$ cat config.mk
export PLATFORM = sky130hd
export DESIGN_NAME = timestamp_nonce_replay_filter
export DESIGN_NICKNAME = d
export VERILOG_FILES = /design/src/rtl/tnrf_pkg.sv /design/src/rtl/timestamp_nonce_replay_filter.sv
export SDC_FILE = /design/constraint.sdc
export NUM_CORES = 2
export LEC_CHECK = 0
export ABC_AREA = 1
export CAP_MARGIN = 10
export CORE_ASPECT_RATIO = 1.75
export CORE_MARGIN = 3
export CORE_UTILIZATION = 45
export CTS_BUF_LIST = sky130_fd_sc_hd__clkbuf_8
export DETAILED_ROUTE_END_ITERATION = 10
export DONT_BUFFER_PORTS = 1
export PLACE_DENSITY = 0.63
export SYNTH_ARGS = -nofsm -noshare
export SYNTH_HDL_FRONTEND = slang
export SYNTH_SLANG_ARGS = --single-unit
$ cat constraint.sdc
create_clock -name aclk -period 9.2 [get_ports aclk]
set_input_delay 0.46 -clock aclk [delete_from_list [all_inputs] [get_ports aclk]]
set_output_delay 0.46 -clock aclk [all_outputs]
set_load 0.01 [all_outputs]
$ cat src/rtl/tnrf_pkg.sv
`timescale 1ns / 1ps

package tnrf_pkg;

    localparam int LOG_DEPTH = 64;
    localparam int IDX_W     = $clog2(LOG_DEPTH);
    localparam int CNT_W     = $clog2(LOG_DEPTH + 1);
    localparam int TIME_W    = 32;
    localparam int NONCE_W   = 32;
    localparam int WIN_W     = 16;
    localparam int ENTRY_W   = TIME_W + NONCE_W;

    localparam int IN_W      = 96;
    localparam int OUT_W     = 16;
    localparam int PADDR_W   = 3;
    localparam int PDATA_W   = 32;

    localparam logic [WIN_W-1:0] WINDOW_RESET = 16'd300;
    localparam logic             REG_WINDOW   = 1'b0;

    typedef enum logic [1:0] {
        STATUS_OK     = 2'd0,
        STATUS_WINDOW = 2'd1,
        STATUS_DUP    = 2'd2,
        STATUS_FULL   = 2'd3
    } status_t;

    typedef enum logic [2:0] {
        ST_IDLE,
        ST_PURGE_RD,
        ST_PURGE_CHK,
        ST_WIN,
        ST_SCAN,
        ST_DONE
    } state_t;

    function automatic logic within_window(
        input logic [TIME_W-1:0] t,
        input logic [TIME_W-1:0] now,
        input logic [WIN_W-1:0]  win
    );
        logic [TIME_W-1:0] d;
        begin
            d = (now >= t) ? (now - t) : (t - now);
            within_window = (d < {{(TIME_W-WIN_W){1'b0}}, win});
        end
    endfunction

endpackage

$ cat src/rtl/timestamp_nonce_replay_filter.sv
`timescale 1ns / 1ps

// Replay filter for authenticated requests.
// Input beat (s_*): current_time, request_time and nonce. Output beat (m_*):
// accepted, status (ok, outside window, duplicate, log full) and the number
// of entries left in the log. Each input beat yields exactly one output beat.
// The window width is set through the APB register at address 0.
// The log is a 64-entry synchronous memory of {time, nonce} with one read
// port and one write port. An item first walks expired entries from the
// oldest end (a memory read state and a compare state for each entry looked
// at), then checks the request window, then streams the live entries
// through the read port at one entry per cycle (skipped for a request
// outside the window), and finally loads the output register. One item is
// worked on at a time, and the memory read port sets the pace. A new beat
// is taken as soon as the result sits in the output register, so a stalled
// receiver holds only the result, not the input, until the second result
// is ready. Reset empties the log, sets the window to 300 and drops any
// pending beat; no clearing pass is needed.
module timestamp_nonce_replay_filter (
    input  logic                          aclk,
    input  logic                          aresetn,
    input  logic                          s_tvalid,
    output logic                          s_tready,
    // [31:0] current_time, [63:32] request_time, [95:64] nonce
    input  logic [tnrf_pkg::IN_W-1:0]     s_tdata,
    output logic                          m_tvalid,
    input  logic                          m_tready,
    // [0] accepted, [2:1] status, [9:3] log_entries, [15:10] zero
    output logic [tnrf_pkg::OUT_W-1:0]    m_tdata,
    input  logic                          psel,
    input  logic                          penable,
    input  logic                          pwrite,
    input  logic [tnrf_pkg::PADDR_W-1:0]  paddr,
    input  logic [tnrf_pkg::PDATA_W-1:0]  pwdata,
    output logic [tnrf_pkg::PDATA_W-1:0]  prdata,
    output logic                          pready
);
    import tnrf_pkg::*;

    state_t              state_reg, state_next;
    logic [WIN_W-1:0]    window_reg;
    logic [TIME_W-1:0]   now_reg, now_next;
    logic [TIME_W-1:0]   req_reg, req_next;
    logic [NONCE_W-1:0]  nonce_reg, nonce_next;
    logic [IDX_W-1:0]    oldest_reg, oldest_next;
    logic [CNT_W-1:0]    count_reg, count_next;
    logic [CNT_W-1:0]    k_reg, k_next;
    logic                rd_vld_reg, rd_vld_next;
    status_t             status_reg, status_next;

    logic                out_vld_reg, out_vld_next;
    logic                out_acc_reg, out_acc_next;
    status_t             out_status_reg, out_status_next;
    logic [CNT_W-1:0]    out_cnt_reg, out_cnt_next;

    logic [ENTRY_W-1:0]  mem [LOG_DEPTH];
    logic [ENTRY_W-1:0]  rd_data_reg;
    logic [IDX_W-1:0]    rd_addr;
    logic [IDX_W-1:0]    wr_addr;
    logic                wr_en;
    logic                issue;
    logic                match;
    logic                head_live;
    logic                req_live;
    logic                cfg_wr;

    assign pready = 1'b1;
    assign cfg_wr = psel && penable && pwrite && pready && (paddr[2] == REG_WINDOW);
    assign prdata = (paddr[2] == REG_WINDOW)
                    ? {{(PDATA_W-WIN_W){1'b0}}, window_reg} : '0;

    assign issue     = (k_reg < count_reg);
    assign match     = rd_vld_reg && (rd_data_reg[ENTRY_W-1:NONCE_W] == req_reg)
                       && (rd_data_reg[NONCE_W-1:0] == nonce_reg);
    assign head_live = within_window(rd_data_reg[ENTRY_W-1:NONCE_W], now_reg, window_reg);
    assign req_live  = within_window(req_reg, now_reg, window_reg);
    assign wr_addr   = oldest_reg + count_reg[IDX_W-1:0];

    always_comb begin
        state_next      = state_reg;
        now_next        = now_reg;
        req_next        = req_reg;
        nonce_next      = nonce_reg;
        oldest_next     = oldest_reg;
        count_next      = count_reg;
        k_next          = k_reg;
        rd_vld_next     = 1'b0;
        status_next     = status_reg;
        out_vld_next    = out_vld_reg && !m_tready;
        out_acc_next    = out_acc_reg;
        out_status_next = out_status_reg;
        out_cnt_next    = out_cnt_reg;
        unique case (state_reg)
            ST_IDLE: begin
                if (s_tvalid) begin
                    now_next   = s_tdata[TIME_W-1:0];
                    req_next   = s_tdata[2*TIME_W-1:TIME_W];
                    nonce_next = s_tdata[IN_W-1:2*TIME_W];
                    state_next = ST_PURGE_RD;
                end
            end
            ST_PURGE_RD: begin
                state_next = (count_reg == '0) ? ST_WIN : ST_PURGE_CHK;
            end
            ST_PURGE_CHK: begin
                if (!head_live) begin
                    oldest_next = oldest_reg + 1'b1;
                    count_next  = count_reg - 1'b1;
                    state_next  = ST_PURGE_RD;
                end else begin
                    state_next  = ST_WIN;
                end
            end
            ST_WIN: begin
                k_next = '0;
                if (!req_live) begin
                    status_next = STATUS_WINDOW;
                    state_next  = ST_DONE;
                end else begin
                    state_next  = ST_SCAN;
                end
            end
            ST_SCAN: begin
                rd_vld_next = issue;
                if (issue) begin
                    k_next = k_reg + 1'b1;
                end
                if (match) begin
                    status_next = STATUS_DUP;
                    state_next  = ST_DONE;
                end else if (!issue && !rd_vld_reg) begin
                    if (count_reg == CNT_W'(LOG_DEPTH)) begin
                        status_next = STATUS_FULL;
                    end else begin
                        status_next = STATUS_OK;
                        count_next  = count_reg + 1'b1;
                    end
                    state_next = ST_DONE;
                end
            end
            ST_DONE: begin
                if (!out_vld_reg || m_tready) begin
                    out_vld_next    = 1'b1;
                    out_acc_next    = (status_reg == STATUS_OK);
                    out_status_next = status_reg;
                    out_cnt_next    = count_reg;
                    state_next      = ST_IDLE;
                end
            end
            default: state_next = ST_IDLE;
        endcase
    end

    always_comb begin
        s_tready = 1'b0;
        rd_addr  = oldest_reg;
        wr_en    = 1'b0;
        unique case (state_reg)
            ST_IDLE:      s_tready = 1'b1;
            ST_PURGE_RD:  rd_addr  = oldest_reg;
            ST_SCAN: begin
                rd_addr = oldest_reg + k_reg[IDX_W-1:0];
                wr_en   = !match && !issue && !rd_vld_reg
                          && (count_reg != CNT_W'(LOG_DEPTH));
            end
            default: rd_addr = oldest_reg;
        endcase
    end

    assign m_tvalid = out_vld_reg;
    assign m_tdata  = {{(OUT_W-CNT_W-3){1'b0}}, out_cnt_reg, out_status_reg, out_acc_reg};

    always_ff @(posedge aclk) begin
        if (wr_en) begin
            mem[wr_addr] <= {req_reg, nonce_reg};
        end
        rd_data_reg <= mem[rd_addr];
    end

    always_ff @(posedge aclk) begin
        if (!aresetn) begin
            state_reg   <= ST_IDLE;
            window_reg  <= WINDOW_RESET;
            oldest_reg  <= '0;
            count_reg   <= '0;
            k_reg       <= '0;
            rd_vld_reg  <= 1'b0;
            status_reg  <= STATUS_OK;
            out_vld_reg <= 1'b0;
        end else begin
            state_reg   <= state_next;
            oldest_reg  <= oldest_next;
            count_reg   <= count_next;
            k_reg       <= k_next;
            rd_vld_reg  <= rd_vld_next;
            status_reg  <= status_next;
            out_vld_reg <= out_vld_next;
            if (cfg_wr) begin
                window_reg <= pwdata[WIN_W-1:0];
            end
        end
    end

    always_ff @(posedge aclk) begin
        now_reg        <= now_next;
        req_reg        <= req_next;
        nonce_reg      <= nonce_next;
        out_acc_reg    <= out_acc_next;
        out_status_reg <= out_status_next;
        out_cnt_reg    <= out_cnt_next;
    end

`ifndef NO_ASSERTIONS
    a_count_bound: assert property (@(posedge aclk) disable iff (!aresetn)
        count_reg <= CNT_W'(LOG_DEPTH))
        else $error("log count above depth");

    a_acc_status: assert property (@(posedge aclk) disable iff (!aresetn)
        out_vld_reg |-> (out_acc_reg == (out_status_reg == STATUS_OK)))
        else $error("accepted flag disagrees with status");

    a_full_count: assert property (@(posedge aclk) disable iff (!aresetn)
        (out_vld_reg && (out_status_reg == STATUS_FULL)) |-> (out_cnt_reg == CNT_W'(LOG_DEPTH)))
        else $error("full status with log not full");

    a_write_grows: assert property (@(posedge aclk) disable iff (!aresetn)
        wr_en |=> (count_reg == $past(count_reg) + 1'b1))
        else $error("log write without count increment");
`endif

endmodule

==> run summary <==
The number of cells after detailed placement is 19118. The clock period could shrink to 6210 ps. The number of resized instances in the post-cts repair step is 0. The worst register-to-register path has a setup slack of 2990 ps.

The initial antenna violation count was 64. The ratio of cells with drive above 1 in the final layout came out at 7.90%. The width of the chip came out at 481 um.

The leakage power summed over all cells is 66.4 nW. The longest clock path from root to sink contains 4 buffers. In this run the cell area measured after placement is 184000 um2.

The total overflow left after global routing is 0. Yosys attributes the largest share of cell area to edfxtp_1 (71%), o21ai_0 (7.0%), nor2_1 (6.0%), o22ai_1 (3.6%), nand2_1 (2.2%). The total vias in the final route came out at 126483. The violation count after the first detailed-routing iteration is 16312.

The number of design rule violations left after detail routing came out at 0. The yosys synthesis warning count came out at 0. For this run, the leading register cell type out of synthesis is edfxtp_1. The global-route wire length before repair is 867000 um. The net total in the final layout came out at 15019. In this run, distinct cell masters in the synthesized netlist total 58. The clock tree from TritonCTS is built.

Max-cap violations in this run came to 0. The remaining max-slew budget at the tightest pin is 4.89%. The synthesized design devotes to its leading area cell type 71.0% of total area. The post-CTS setup repair buffer count came out at 0. The height of the die came out at 837 um.

The actual slew at the worst max-slew pin came out at 1420 ps. The post-layout instance count excluding filler cells came out at 20406. edfxtp_1 is the most common cell in the netlist.

In this run the most critical hold path is launched from s_tdata[21]. The maximum fanout along the worst path is 35. By startpoint and endpoint, the worst setup path is classified as reg -> reg. The number of buffers inserted by port buffering is 0. The initial core utilization came out at 45.3%. The average wire per standard cell came out at 30.6 um.

Setup repair after global routing left no endpoint under its margin. The largest single stage delay on the critical path is 970 ps. The origin of the critical flop-to-flop path is req_reg[7].

The buffer type at the clock tree root is clkbuf_8. The run finished with clean final reports. edfxtp_1 takes more of the synthesized area than any other cell.

The instance count of the mapped netlist came out at 14534. The setup-violating endpoint count in the final report came out at 0. The count of flip-flops with a built-in enable after synthesis came out at 4202.

In this run the worst setup path begins at req_reg[7]. The worst setup path is launched from a register. The pin count of the biggest net entering global routing is 193. After routing the design area is 197000 um2.

Summed over all failing endpoints, the final setup total negative slack is 0 ps. The power per standard cell area is 213 nW/um2. The CTS sink count is 4309. Across the routed clock network, the largest skew measured is 59.9 ps. The count of nets left with antenna violations once routing finished came out at 0. The final layout contains routed wiring with a total length of 625000 um. The number of global-route vias before repair came to 118415. The path class of the tightest hold or removal check is in -> reg.

The hold buffer count at CTS is 181. Summing every instance area after synthesis gives 178000 um2. The count of final max-slew check failures was 0. The portion of the post-synthesis area used by sequential elements came out at 72.3%. After synthesis, the most frequently instantiated cells are edfxtp_1 (4202), nor2_1 (2850), o21ai_0 (2476). The maximum clock frequency came out at 0.161 GHz. In this design, the critical path's most frequently occurring cell is nand2_1. The final weighted congestion of routability-driven global placement came out at 1.02.

Synthesis inferred 4309 register bits. The H-tree level count came out at 6. The required time of the critical path came out at 10230 ps. The critical path contains buffers and inverters numbering 2 combined. For this design, the slowest cell found on the critical path is edfxtp_1. The post-detailed-route via-to-cell ratio came out at 6.20. Among cell families on the critical path, the largest total delay comes from simple AND/OR/NAND/NOR gates. The worst voltage drop across the vdd grid is 122 uV. Counting flops with an async set or reset pin after synthesis yields a share of 0%. The share of the clock period used by the worst path after layout is 67.5%. The estimated wirelength of the detail-placed design is 337000 um. A synthesized cell averages 12.2 um2. The number of endpoints with negative hold slack in the final report came to 0. The data arrival time at the worst-slack endpoint is 7240 ps. STA classifies the critical path endpoint as a register. The register with the most flip-flops in the layout has 4096 of them.

The clock input transition at the sequential cells of the worst setup and hold paths came out at 70 ps. Counting the buffers created by CTS gives 593. The first-pass iteration count of the detailed router came out at 6. The worst-skew pair later-pin latency came out at 1110 ps. The core region area came out at 392000 um2. The total die area is 403000 um2. From synthesis to final layout, the design area changed by 11.1%. Global routing used 30.2% of the available tracks across all layers. The count of pins on the block boundary is 189. The number of core rows came out at 304.
-- layer usage --
layer | vias up | share of wire, % | track usage [%] | routed length, um
met5 | - | 0.026 | 0 | 165
met4 | 24 | 8.6 | 22.1 | 53600
li1 | 53632 | - | - | -
met2 | 7904 | 48 | 49.4 | 299000
met3 | 2101 | 10 | 5.84 | 63000
met1 | 62822 | 33 | 35.3 | 209000
-- worst paths after layout --
path | endpoint | depth (start not counted)
min | now_reg[21] | 1
min reg2reg | out_status_reg[0] | 0
max reg2reg | status_reg[1] | 26
max | status_reg[1] | 26
-- cells by family after synthesis --
logic type / synth area share, %
buffers and inverters: 3.35
AO/OA/AOI/OAI: 13.2
other: 0.00423
multiplexers: 0.0282
AND/OR/NAND/NOR: 9.49
adder cells (fa/ha/maj): 1.34
XOR/XNOR: 0.380
flip-flops: 72.3
-- layout by cell type (no fill, tap or decap), drive strengths merged, types with 8 or more instances in the layout --
master and count:
nor2 2864, ha 179, nand2 1033, xor2 43, bufinv 25, diode 36, xnor2 34, buf 306
nand3 281, o21ai 2647, conb 23, o21bai 8, clkinv 205, nand4 40, a21oi 174, inv 733
clkbuf 643, dfxtp 107, o221ai 257, nand3b 8, nor3 25, o21a 9, edfxtp 4202, dlygate4sd3 181
o211ai 15, o22ai 1032, clkinvlp 19, nor3b 8, nor4 12
-- power by group --
| part | switching, W | total [W] | internal, W |
|---|---|---|---|
| combinational | 0.00412 | 0.00552 | 0.00140 |
| clock | 0.00722 | 0.0144 | 0.00716 |
| sequential | 0.000163 | 0.0222 | 0.0220 |
-- layout make-up --
class | instances | area [um2]
Fill cell | 33669 | 195000
Sequential cell | 4309 | 128000
Multi-Input combinational cell | 8747 | 44000
Clock buffer | 643 | 8850
Tap cell | 5202 | 6510
Timing Repair Buffer | 487 | 4970
Clock inverter | 425 | 2450
Inverter | 557 | 2140
Antenna cell | 36 | 90.1
-- worst register-to-register path, delay by kind of cell (launching register included) --
kind                       cells  cell delay [ps]
AOI/OAI and AO/OA              7             1620
xor gates and xnor gates       1              160
buffers and inverters          2              410
and+or+nand+nor               14             2430
adders and majority gates      2              550
DFF                            1              970
-- through the flow --
step	utilization, %	power, W	setup WS [ps]	hold slack, ps
final	50.3	0.0421	2990	67.9
after global routing	50.3	0.0435	2540	55.8
after CTS	50.3	0.0420	3240	0.467
after detailed placement	46.9	0.0279	3270	460
after global placement	46.9	0.0278	3160	459
after floorplan	-	0.0260	3820	431
Note: power is estimated with default switching activity, not from simulation.
